<file path="config.mk">
export PLATFORM = sky130hd
export DESIGN_NAME = timestamp_descending_exchange_sort
export DESIGN_NICKNAME = d
export VERILOG_FILES = /design/src/sv/tdes_pkg.sv /design/src/sv/tdes_mem.sv /design/src/sv/tdes_seq.sv /design/src/sv/timestamp_descending_exchange_sort.sv
export VERILOG_INCLUDE_DIRS = /design/src /design/src/sv
export SDC_FILE = /design/constraint.sdc
export NUM_CORES = 1
export LEC_CHECK = 0
export ABC_AREA = 1
export BUFFER_PORTS_ARGS = -buffer_cell sky130_fd_sc_hd__buf_2
export CORE_MARGIN = 5
export CORE_UTILIZATION = 60
export DETAILED_ROUTE_END_ITERATION = 7
export PLACE_DENSITY = 0.81
export SYNTH_ARGS = -nofsm -noshare
export SYNTH_HDL_FRONTEND = slang
export SYNTH_SLANG_ARGS = --single-unit
export TNS_END_PERCENT = 1
</file>
<file path="constraint.sdc">
create_clock -name clk -period 12.51 [get_ports clk]
set_clock_uncertainty 0.15 [all_clocks]
set_input_delay 3.1275 -clock clk [delete_from_list [all_inputs] [get_ports clk]]
set_output_delay 3.1275 -clock clk [all_outputs]
set_load 0.02 [all_outputs]
</file>
<file path="src/sv/timestamp_descending_exchange_sort_defines.svh">
// Assertion macros for the timestamp exchange sort.
`ifndef TIMESTAMP_DESCENDING_EXCHANGE_SORT_DEFINES_SVH
`define TIMESTAMP_DESCENDING_EXCHANGE_SORT_DEFINES_SVH

// Same-cycle implication, sampled on clk, off during reset.
`define TDES_ASSERT_NOW(lbl, ante, cons, msg) \
	lbl: assert property (@(posedge clk) disable iff (!arst_n) (ante) |-> (cons)) else $error(msg);

// Next-cycle implication, sampled on clk, off during reset.
`define TDES_ASSERT_NEXT(lbl, ante, cons, msg) \
	lbl: assert property (@(posedge clk) disable iff (!arst_n) (ante) |=> (cons)) else $error(msg);

`endif

</file>
<file path="src/sv/tdes_pkg.sv">
// Types, constants and microcode table for the timestamp exchange sort.
`default_nettype none
package tdes_pkg;

	localparam int MAX_ENTRIES_DEF = 16;
	localparam int TAG_W           = 16;
	localparam int KEY_W           = 34;

	typedef struct packed {
		logic [15:0] record_tag;
		logic [6:0]  year_offset;
		logic [3:0]  month;
		logic [4:0]  day;
		logic [4:0]  hour;
		logic [5:0]  minute;
		logic [6:0]  half_second;
		logic        last_entry;
	} rec_t;

	typedef struct packed {
		logic [15:0] sorted_tag;
		logic        last_out;
		logic        overflow;
	} res_t;

	typedef struct packed {
		logic [KEY_W-1:0] key;
		logic [TAG_W-1:0] tag;
	} entry_t;

	localparam int ENTRY_W = $bits(entry_t);

	// Microprogram steps.
	typedef enum logic [2:0] {
		UPC_WAIT,
		UPC_RD_I,
		UPC_RD_J,
		UPC_SCAN,
		UPC_EMIT
	} upc_t;

	typedef enum logic [1:0] {
		RD_I,
		RD_J,
		RD_J1
	} rd_sel_t;

	typedef enum logic [2:0] {
		C_ALWAYS,
		C_LOAD_LAST,
		C_J_END,
		C_J1_END,
		C_FIN
	} cond_t;

	typedef struct packed {
		rd_sel_t rd_sel;
		logic    wait_in;
		logic    set_j;
		logic    load_cur;
		logic    exch;
		logic    emit;
		cond_t   cond;
		upc_t    tgt_hit;
		upc_t    tgt_miss;
	} ctl_t;

	typedef struct packed {
		logic load_last;
		logic j_end;
		logic j1_end;
		logic fin;
	} stat_t;

	function automatic ctl_t ucode_rom(upc_t pc);
		ctl_t w;
		w = '{rd_sel: RD_I, wait_in: 1'b0, set_j: 1'b0, load_cur: 1'b0, exch: 1'b0,
			emit: 1'b0, cond: C_ALWAYS, tgt_hit: UPC_WAIT, tgt_miss: UPC_WAIT};
		unique case (pc)
			UPC_WAIT: begin
				w.wait_in  = 1'b1;
				w.cond     = C_LOAD_LAST;
				w.tgt_hit  = UPC_RD_I;
				w.tgt_miss = UPC_WAIT;
			end
			UPC_RD_I: begin
				w.rd_sel   = RD_I;
				w.set_j    = 1'b1;
				w.tgt_hit  = UPC_RD_J;
				w.tgt_miss = UPC_RD_J;
			end
			UPC_RD_J: begin
				w.rd_sel   = RD_J;
				w.load_cur = 1'b1;
				w.cond     = C_J_END;
				w.tgt_hit  = UPC_EMIT;
				w.tgt_miss = UPC_SCAN;
			end
			UPC_SCAN: begin
				w.rd_sel   = RD_J1;
				w.exch     = 1'b1;
				w.cond     = C_J1_END;
				w.tgt_hit  = UPC_EMIT;
				w.tgt_miss = UPC_SCAN;
			end
			UPC_EMIT: begin
				w.emit     = 1'b1;
				w.cond     = C_FIN;
				w.tgt_hit  = UPC_WAIT;
				w.tgt_miss = UPC_RD_I;
			end
			default: begin
				w.tgt_hit  = UPC_WAIT;
				w.tgt_miss = UPC_WAIT;
			end
		endcase
		return w;
	endfunction

endpackage
`default_nettype wire

</file>
<file path="src/sv/tdes_mem.sv">
// Entry memory: one write port, one registered read port.
`default_nettype none
module tdes_mem
	import tdes_pkg::*;
#(
	parameter int DEPTH = MAX_ENTRIES_DEF,
	parameter int AW    = $clog2(MAX_ENTRIES_DEF)
) (
	input  wire logic          clk,
	input  wire logic          we,
	input  wire logic [AW-1:0] waddr,
	input  wire entry_t        wdata,
	input  wire logic [AW-1:0] raddr,
	output entry_t             rdata
);

	entry_t mem_q [DEPTH];
	entry_t rdata_q;

	always_ff @(posedge clk) begin
		if (we) begin
			mem_q[waddr] <= wdata;
		end
	end

	always_ff @(posedge clk) begin
		rdata_q <= mem_q[raddr];
	end

	assign rdata = rdata_q;

endmodule
`default_nettype wire

</file>
<file path="src/sv/tdes_seq.sv">
// Microcode sequencer: step counter, control ROM and conditional jumps.
`default_nettype none
module tdes_seq
	import tdes_pkg::*;
(
	input  wire logic  clk,
	input  wire logic  arst_n,
	input  wire stat_t stat,
	output ctl_t       ctl
);

	upc_t pc_q;
	upc_t pc_d;
	logic hit;

	always_comb begin
		ctl = ucode_rom(pc_q);
	end

	always_comb begin
		unique case (ctl.cond)
			C_ALWAYS:    hit = 1'b1;
			C_LOAD_LAST: hit = stat.load_last;
			C_J_END:     hit = stat.j_end;
			C_J1_END:    hit = stat.j1_end;
			C_FIN:       hit = stat.fin;
			default:     hit = 1'b1;
		endcase
		pc_d = hit ? ctl.tgt_hit : ctl.tgt_miss;
	end

	always_ff @(posedge clk or negedge arst_n) begin
		if (!arst_n) begin
			pc_q <= UPC_WAIT;
		end else begin
			pc_q <= pc_d;
		end
	end

endmodule
`default_nettype wire

</file>
<file path="src/sv/timestamp_descending_exchange_sort.sv">
// Top level: record loading, exchange-sort datapath and result output.
`default_nettype none
`include "timestamp_descending_exchange_sort_defines.svh"

// Loads records one per cycle while busy is low (an item is taken when start is
// high and busy is low). The record with last_entry set closes the set; busy then
// rises and the block sorts newest first and streams the tags out, one per
// res_valid pulse, the last flagged by last_out. The single read port of the
// entry memory is visited once per compare.
// Results cannot be held off: res_valid flags each for exactly one cycle.
// Records beyond MAX_ENTRIES are dropped and overflow is set on that set's results.
module timestamp_descending_exchange_sort
	import tdes_pkg::*;
#(
	parameter int MAX_ENTRIES = MAX_ENTRIES_DEF
) (
	input  wire logic clk,
	input  wire logic arst_n,
	input  wire logic start,
	input  wire rec_t rec,
	output logic      busy,
	output logic      res_valid,
	output res_t      res
);

	localparam int IW = $clog2(MAX_ENTRIES);
	localparam int CW = $clog2(MAX_ENTRIES + 1);

	ctl_t   ctl;
	stat_t  stat;
	entry_t rd_data;
	entry_t cur_q;
	entry_t new_entry;
	entry_t wdata;

	logic [CW-1:0] count_q;
	logic [CW-1:0] j_q;
	logic [CW-1:0] j_inc;
	logic [IW-1:0] i_q;
	logic [IW-1:0] raddr;
	logic [IW-1:0] waddr;
	logic          ovf_q;
	logic          accept;
	logic          full;
	logic          swap;
	logic          we;
	logic          res_valid_q;
	res_t          res_q;

	tdes_seq u_seq (
		.clk    (clk),
		.arst_n (arst_n),
		.stat   (stat),
		.ctl    (ctl)
	);

	assign busy   = !ctl.wait_in;
	assign accept = start && ctl.wait_in;
	assign full   = (count_q == CW'(MAX_ENTRIES));
	assign j_inc  = j_q + CW'(1);
	assign swap   = (cur_q.key < rd_data.key);

	assign new_entry.key = {rec.year_offset, rec.month, rec.day, rec.hour, rec.minute,
		rec.half_second};
	assign new_entry.tag = rec.record_tag;

	assign stat.load_last = accept && rec.last_entry;
	assign stat.j_end     = (j_q == count_q);
	assign stat.j1_end    = (j_inc == count_q);
	assign stat.fin       = ((CW'(i_q) + CW'(1)) == count_q);

	always_comb begin
		unique case (ctl.rd_sel)
			RD_I:    raddr = i_q;
			RD_J:    raddr = j_q[IW-1:0];
			RD_J1:   raddr = j_inc[IW-1:0];
			default: raddr = i_q;
		endcase
	end

	// Swap writes the held entry back into slot j; loads fill the next free slot.
	always_comb begin
		we    = (accept && !full) || (ctl.exch && swap);
		waddr = ctl.exch ? j_q[IW-1:0] : count_q[IW-1:0];
		wdata = ctl.exch ? cur_q : new_entry;
	end

	tdes_mem #(
		.DEPTH (MAX_ENTRIES),
		.AW    (IW)
	) u_mem (
		.clk   (clk),
		.we    (we),
		.waddr (waddr),
		.wdata (wdata),
		.raddr (raddr),
		.rdata (rd_data)
	);

	always_ff @(posedge clk or negedge arst_n) begin
		if (!arst_n) begin
			count_q     <= '0;
			ovf_q       <= 1'b0;
			i_q         <= '0;
			j_q         <= '0;
			res_valid_q <= 1'b0;
		end else begin
			res_valid_q <= ctl.emit;
			if (accept) begin
				if (full) begin
					ovf_q <= 1'b1;
				end else begin
					count_q <= count_q + CW'(1);
				end
			end
			if (ctl.set_j) begin
				j_q <= CW'(i_q) + CW'(1);
			end
			if (ctl.exch) begin
				j_q <= j_inc;
			end
			if (ctl.emit) begin
				if (stat.fin) begin
					// drop the finished set
					i_q     <= '0;
					count_q <= '0;
					ovf_q   <= 1'b0;
				end else begin
					i_q <= i_q + IW'(1);
				end
			end
		end
	end

	// Hold slot i's running value; it is final once its scan ends.
	always_ff @(posedge clk) begin
		if (ctl.load_cur || (ctl.exch && swap)) begin
			cur_q <= rd_data;
		end
		if (ctl.emit) begin
			res_q.sorted_tag <= cur_q.tag;
			res_q.last_out   <= stat.fin;
			res_q.overflow   <= ovf_q;
		end
	end

	assign res_valid = res_valid_q;
	assign res       = res_q;

	`TDES_ASSERT_NOW(a_count_bound, 1'b1, count_q <= CW'(MAX_ENTRIES), "entry count beyond capacity")
	`TDES_ASSERT_NOW(a_exch_in_set, ctl.exch, j_q < count_q, "exchange outside the loaded set")
	`TDES_ASSERT_NOW(a_ovf_full, ovf_q, full, "overflow flagged with free slots")
	`TDES_ASSERT_NOW(a_last_free, res_valid && res.last_out, !busy && (count_q == '0), "set held")

endmodule
`default_nettype wire

</file>
# Word level (Yosys, flattened, before mapping)
# Memory sizes are Yosys's and may differ from the RTL's. A register that Yosys moved wholly into a read port is not among the register bits.
# Index checks and enable logic that the tools add are counted.
# classes
addsub	4
multipliers	0
div	0
n_lt_le_gt_ge	1
eq_ne	14
shifts	0
mux	26
n_bitwise	0
reduce_logical	11
# ops
cell	count
$mux 50	1
$lt 34x34->1	1
$mux 5	6
$pmux 6 s4	1
$eq 5x5->1	3
$eq 3x2->1 const B	4
$pmux 3 s4	1
$mux 1	11
$add 5x1->5 const B	2
$mux 4	2
$pmux 4 s2	1
$eq 3x1->1 const B	2
$eq 3x3->1 const B	2
$add 4x1->5 const B	1
$eq 5x5->1 const B	1
$add 4x1->4 const B	1
$logic_and 1x1->1	4
$pmux 1 s4	1
$pmux 2 s2	1
$logic_not 3->1	1
$mux 3	1
$eq 2x1->1 const B	1
$eq 2x2->1 const B	1
$logic_not 1->1	2
3 further kinds	4
# word_totals
register_bits	87
latchBits	0
mem_bits_rw	800
mem_bits_ro	0
input_bits	54
out_inout_bits	20
elab_cells	68
mem_count	1
# memory_table
name	words	width	read_ports	rd_clocked_by_memory_dff	wr	line_no	source
u_mem.mem_q	16	50	1	1	1	tdes_mem.sv:17	entry_t mem_q [DEPTH];

# Longest topological paths before layout
# Gate-level depths: netlist of the first run.
# depth
word_depth	7
depth_mapped	14
mapped_depth_nobuf	13

# Modules after synthesis
# A second synthesis of the first run with hierarchy kept.
# unflattened
cells_unflattened	3897
hier_area_um2	40537.6
# modules_own_cells
module	n_inst	cells_each	area_per_inst_um2	seq_area_each_um2
tdes_mem	1	3296	35459.0	25024.0
timestamp_descending_exchange_sort	1	558	4804.6	2442.3
tdes_seq	1	43	274.0	75.1

# Worst setup path before layout of the first run
# No wires, ideal clock.
# synth_timing
kind	in2reg
startpoint	input start
endpoint	memory u_mem.mem_q[11][0] (netlist name) (enable)
setup_time_ps	474
t_arrival_ps	6276
required_ps	11886
slack_ps	5609
path_stages	5
n_path_buf	1
cell_sequence	inv_1 nor2_1 nand2_1 clkbuf_1 a21oi_1
# synth_via
elab_chain_cells	5
# synth_rtl
element	line_no	source
start, declared	timestamp_descending_exchange_sort.sv:19	input wire logic start,
$logic_and 1x1->1	timestamp_descending_exchange_sort.sv:58	assign accept = start && ctl.wait_in;
$logic_and 1x1->1	timestamp_descending_exchange_sort.sv:83	we = (accept && !full) || (ctl.exch && swap);
$logic_or 1x1->1	timestamp_descending_exchange_sort.sv:83	
$mux 1	tdes_mem.sv:21	if (we) begin
$mux 1 (implied by the code)	tdes_mem.sv:22	mem_q[waddr] <= wdata;
end, declared	tdes_mem.sv:17	
# Every way passes these cells.

# Worst setup path in the final report of the first run
# layout_timing
startpoint	register u_seq.pc_q[0]
endpoint	register u_mem.rdata[37] (netlist name)
# layout_via
elab_chain_cells	4
elab_cells_between_ends	6
classes_between	eq/ne (4); mux (2)
# layout_rtl
element	line_no	source
start, declared	tdes_seq.sv:12	upc_t pc_q;
start signal, assigned	tdes_seq.sv:36	pc_q <= pc_d;
$eq 3x2->1	tdes_pkg.sv:79	unique case (pc)
$pmux 2 s2 (*)	tdes_pkg.sv:79	
$eq 2x2->1 / $eq 2x1->1 (equally long branches)	timestamp_descending_exchange_sort.sv:73	unique case (ctl.rd_sel)
$pmux 4 s2 (*)	timestamp_descending_exchange_sort.sv:73	
# Every way passes the cells marked *; elsewhere a longest branch is shown, timed or not.
# A chain may end at the register's enable or synchronous reset.

==> metrics.cfg, run 1 <==
[run_status]
status = finished with violations
violations = design-rule violations

[routing]
remaining_drc_errors = 2
route.met2.wl_um = 49500
drt_wl_total_um = 101000
dr.pass1.iters = 8
ant_nets = 0
num_vias = 29200
viasPerCell = 5.98
wl_per_cell_um = 20.8
first_iter_violations = 3708
top_layer = met5
wl_met1_um = 37800
wl_met3_um = 10000

[timing]
fmax_ghz = 0.165
rsz0062_at_grt = no
slew_viol_final = 0
setup_tns_ps = 0
final.min_clock_period_ps = 6040
setup_viol = 0
period_share = 0.483
finalHoldViolations = 0
relSlewSlack = 0.171
tightest_slew_ps = 1240

[setup_path]
start_kind = register
end_kind = register
worstPathCellList = nand2_1, nor2_4, buf_4, nand2_8, nand3_4, buf_4, buf_4, nand2_1, nand3_1, nand3_1, nand3_1, nand2_1
worstPathRequired_ps = 12890
slowest_stage = buf_4
critPathMaxFanout = 128
arrival_ps = 6420
critPathKind = reg -> reg
slowest_delay_ps = 960

[clock_network]
cts_num_sinks = 937
hold_buffers = 0
clockBufferDepth = 3
cts_htree_levels = 3
numCtsBuffers = 92
cts_tree = built
clock_latency_ps = 650
cts_resized = 0
cts_setup_buffers = 0
clk_pin_slew_ps = 60
cts_root_buffer = clkbuf_16

[power]
p_switching_uw = 5560
vdd_drop_max_mv = 0.306
p_int_uw = 7530
total_leakage_power_uw = 0.0191
seq_power_share = 0.357
p_comb_frac = 0.431
clock_power_share = 0.212
p_sw_frac = 0.425
powerDensity_nw_per_um2 = 289

[global_routing]
grt_overflow_total = 0
grt_max_degree = 152
antenna_found_initial = 1
track_usage = 0.270
grt_pass1_wl_um = 158000
grt_pass1_vias = 28800

[floorplanning]
num_rows = 96
boundaryPins = 74
die-width_um = 272
dieArea_um2 = 74000
initial_core_util = 0.603
core_um2 = 68300
dieHeight_um = 272

[synthesis]
avgSynthCellArea_um2 = 10.4
syn_inst = 3954
synth_top_cell_by_area = edfxtp_1
syn_area_um2 = 41200
synth.net_count = 4045
synth_seq_cells = 937
synth_top_area_frac = 0.633
synth.area.top_cells = edfxtp_1, nand3_1, nand2_1
yosys_warnings = 0
yosysSeqAreaShare = 0.669
synth_cell_types = 31

[worst_hold_path]
hold_path_class = reg -> reg

[placement]
place.gp.congestion = 0.844
io_buffers = 73
dp_hpwl_um = 50900

[job]
maxCapViolations = 0

[final_layout]
fin_util = 0.662
layout-drive-gt1-share = 0.0710
multi_input_area_um2 = 9870
nNetsFinal = 4010
ff_latch_area_um2 = 27500
antenna_cells = 0
nFillCells = 4698
area_growth_pct = 9.77

power by group through the flow:
stage / clock, uW / combinational [uW] / sequential (uW)
3_5_place_dp: 0 / 5490 / 4720
2_1_floorplan: 0 / 3900 / 4690
6_report: 2780 / 5640 / 4670
4_1_cts: 2790 / 5550 / 4670
3_3_place_gp: 0 / 5320 / 4700
5_1_grt: 2930 / 6200 / 4710
layout make-up:
type,instances,area share
Tap cell,882,0.0244
Sequential cell,937,0.609
Multi-Input combinational cell,1984,0.218
Inverter,790,0.0657
Clock inverter,46,0.0106
Timing Repair Buffer,114,0.0154
Clock buffer,127,0.0565
layout by cell type, fill, tap and decap left out, types with 37 or more instances in the layout:
| master | count |
|---|---|
| clkbuf_16 | 94 |
| buf_2 | 73 |
| nand3_1 | 618 |
| edfxtp_1 | 868 |
| ha_1 | 37 |
| buf_4 | 39 |
| o21ai_1 | 90 |
| nand2_1 | 809 |
| nand4_1 | 311 |
| dfxtp_1 | 50 |
| inv_1 | 784 |
metrics by stage:
stage / area (um^2) / setup slack, ps / hold slack, ps / instances / total power [uW]
CTS: 45200 / 6660 / 253 / 4880 / 13000
finish: 45200 / 6470 / 253 / 4880 / 13100
detailed placement: 42200 / 6450 / 239 / 4707 / 10200
global route: 45200 / 6120 / 271 / 4880 / 13800
global placement: 42200 / 6560 / 239 / 4707 / 10000
floorplan: 41200 / 5610 / 236 / 3954 / 8590
metal layers:
metal / global-route usage / vias up
li1: - / 13200
met1: 0.354 / 13900
met2: 0.457 / 1734
met3: 0.0440 / 309
met4: 0.106 / 2
met5: 0 / -
flip-flops by register name, summed over array words and instances, names as in the netlist:
name         cells
res_valid        1
count_q          5
cur_q           50
u_mem.rdata     50
u_mem.mem_q    800
u_seq.pc_q       3
j_q              5
res             18
i_q              4
ovf_q            1
path summary, 6_finish.rpt:
check / start / to / slack [ps] / depth (start not counted)
max: u_seq.pc_q[0] / u_mem.rdata[37] / 6470 / 12
min: u_mem.rdata[14] / cur_q[14] / 250 / 0
max reg2reg: u_seq.pc_q[0] / u_mem.rdata[37] / 6470 / 12
min reg2reg: u_mem.rdata[14] / cur_q[14] / 250 / 0
max in group asynchronous: arst_n / u_seq.pc_q[0] / 9640 / 1
min in group asynchronous: arst_n / count_q[1] / 2260 / 1
synthesized netlist by cell type:
cell / number
o211ai_1: 2
buf_2: 119
buf_4: 2
xor2_1: 5
clkbuf_1: 94
o21ai_0: 28
xnor2_1: 1
a22oi_2: 1
buf_1: 28
inv_2: 4
a22oi_1: 1
nor2_1: 31
ha_1: 37
o21ai_1: 90
nand2_2: 4
a221oi_1: 1
a21o_1: 3
a21oi_1: 30
or2_2: 1
dfxtp_1: 50
nor3_1: 3
edfxtp_1: 868
o22ai_1: 2
nand2_1: 811
o221ai_1: 1
nand3_2: 1
inv_1: 786
nand3_1: 618
nor2_4: 2
nand4_1: 311
dfrtp_1: 19
critical path, delay by kind of cell, from the launching register on:
kind | cells | cell delay (ps)
buffers and inverters | 3 | 2630
and+or+nand+nor | 9 | 2430
DFF | 1 | 490
kinds of logic after synthesis:
family	count (synthesis)	share of synthesized area
compound gates	159	0.0201
xor+xnor	6	0.00128
buf+inv	1033	0.0979
fa+ha+maj	37	0.0112
flops	937	0.669
simple gates	1782	0.201
(Power assumes the default switching activity.)
==> run 2, diff against run 1 <==
ABC_AREA = 0   (was 1)
clock period = 5.8 ns   (was 12.51 ns; I/O delays follow)
==> metrics.cfg, run 2 <==
[synthesis]
yosys_warnings = 0
synth-simple-area-share = 0.186
synth_flop_cell = edfxtp_1
yosysSeqAreaShare = 0.734
avgSynthCellArea_um2 = 12.9
synth.net_count = 3005
netlist_top_cells_count = edfxtp_1, nand2_1, nand3_1
synth-compound-area-share = 0.0133
synth_top_cell_by_area = edfxtp_1
synth_cell_types = 55
synth_fa_ha_area_frac = 0.0123
synth.area.top_cells = edfxtp_1, nand2_1, nand3_1
synthMuxAreaShare = 0.0175
synth_seq_cells = 937
synth-xor-area-share = 0.00443
synth_top_area_frac = 0.694
synth_top_family_by_area = simple AND/OR/NAND/NOR gates
synth.most_common_cell = edfxtp_1
synth-edff-count = 868
async_reset_ff_frac = 0.0203
syn_inst = 2914
syn_area_um2 = 37500

[routing]
first_iter_violations = 3566
drt_wl_total_um = 89200
remaining_drc_errors = 0
viasPerCell = 6.33
num_vias = 24400
dr.pass1.iters = 6
wl_per_cell_um = 23.2
ant_nets = 0

[setup_path]
r2r_start = u_mem.rdata[41]
crit_path_frequent_cell = buf_4
rr_endpoint = u_mem.mem_q[10][18]
r2r_cells = 10
end_kind = register
rrSetupSlack_ps = 1360
crit_buf_inv = 3
start_kind = register
cp_top_family = compound AO/OA/AOI/OAI gates
worstPathCellList = inv_1, ha_1, and4_1, nand3_1, nor3_1, o41ai_2, a31oi_4, buf_4, a21oi_4, buf_4
arrival_ps = 4540
slowest_stage = a31oi_4
slowest_delay_ps = 730
critPathKind = reg -> reg
critPathMaxFanout = 50
worstPathRequired_ps = 5900

[timing]
tightest_slew_ps = 1320
period_share = 0.766
setup_tns_ps = 0
rsz0062_at_grt = no
fmax_ghz = 0.225
setup_viol = 0
finalHoldViolations = 0
slew_viol_final = 0
final.min_clock_period_ps = 4440
relSlewSlack = 0.117

[placement]
place.gp.congestion = 0.816
dp_hpwl_um = 47500
io_buffers = 73
dp_cells = 3678

[final_layout]
final_cell_mix = edfxtp_1, nand2_1, nand3_1, nand4_1, clkbuf_16
top_register = u_mem.mem_q
layout-drive-gt1-share = 0.115
area_growth_pct = 11.2
ff_latch_area_um2 = 27500
layout.cells.non_filler = 3848
largest_reg_flops = 800
multi_input_area_um2 = 9060
nNetsFinal = 3026
antenna_cells = 0
nFillCells = 3889
layout_commonest_cell = edfxtp_1

[global_routing]
grt_pass1_vias = 24000
antenna_found_initial = 2
grt_overflow_total = 0
track_usage = 0.259
grt_max_degree = 224
grt_pass1_wl_um = 136000

[run_status]
status = finished, final reports clean

[clock_network]
cts_setup_buffers = 0
cts_htree_levels = 3
cts_resized = 0
clk_pin_slew_ps = 60
numCtsBuffers = 92
cts_tree = built
clockBufferDepth = 3
hold_buffers = 0
cts_num_sinks = 937
cts_root_buffer = clkbuf_16
clock_latency_ps = 640

[worst_hold_path]
hold_depth = 0
min_to = cur_q[3]
hold_start = u_mem.rdata[3]
hold_path_class = reg -> reg

[floorplanning]
die-width_um = 260
num_rows = 91
initial_core_util = 0.607
dieArea_um2 = 67700
core_um2 = 61800
dieHeight_um = 260
boundaryPins = 74

[job]
maxCapViolations = 0

[run 2: final cells by class]
cell class	instances	share of cell area
clock inverters	50	0.0140
repair buffers	115	0.0190
clock buffers	120	0.0614
inverters	39	0.00351
well taps	837	0.0251
multi-input cells	1750	0.217
flip-flops and latches	937	0.660
[run 2: routing by layer]
layer / global-route usage / wire (um)
met1: 0.359 / 33300
met2: 0.418 / 42900
met3: 0.0489 / 10100
met4: 0.0982 / 2950
met5: 0 / 0
[run 2: worst max path at each step]
stage	start	endpoint	slack [ps]	cells past startpoint
5_1_grt	cur_q[19]	u_mem.mem_q[0][19]	1280	8
3_3_place_gp	start	u_mem.mem_q[0][22]	1440	6
4_1_cts	u_mem.rdata[41]	u_mem.mem_q[11][17]	1410	10
6_report	u_mem.rdata[41]	u_mem.mem_q[10][18]	1360	10
2_1_floorplan	start	u_mem.mem_q[9][0]	630	6
3_5_place_dp	start	u_mem.mem_q[0][27]	1350	6
[run 2: cells by family after synthesis]
group / Yosys count
AND/OR/NAND/NOR: 1559
flip-flops: 937
buffers and inverters: 227
AO/OA/AOI/OAI: 78
multiplexers: 57
adder cells (fa/ha/maj): 37
XOR/XNOR: 19
[run 2: metrics by stage]
stage | area [um^2] | hold slack [ps] | utilization | setup WS (ps)
detailed placement | 38600 | 239 | 0.624 | 1350
global placement | 38600 | 239 | 0.624 | 1440
CTS | 41700 | 252 | 0.675 | 1410
finish | 41700 | 250 | 0.675 | 1360
floorplan | 37500 | 236 | - | 630
global route | 41700 | 260 | 0.675 | 1280
Power of run 2 is left out: the tool's default activity adds up to more than one toggle a clock period on the data nets, which glitch-free logic cannot reach.
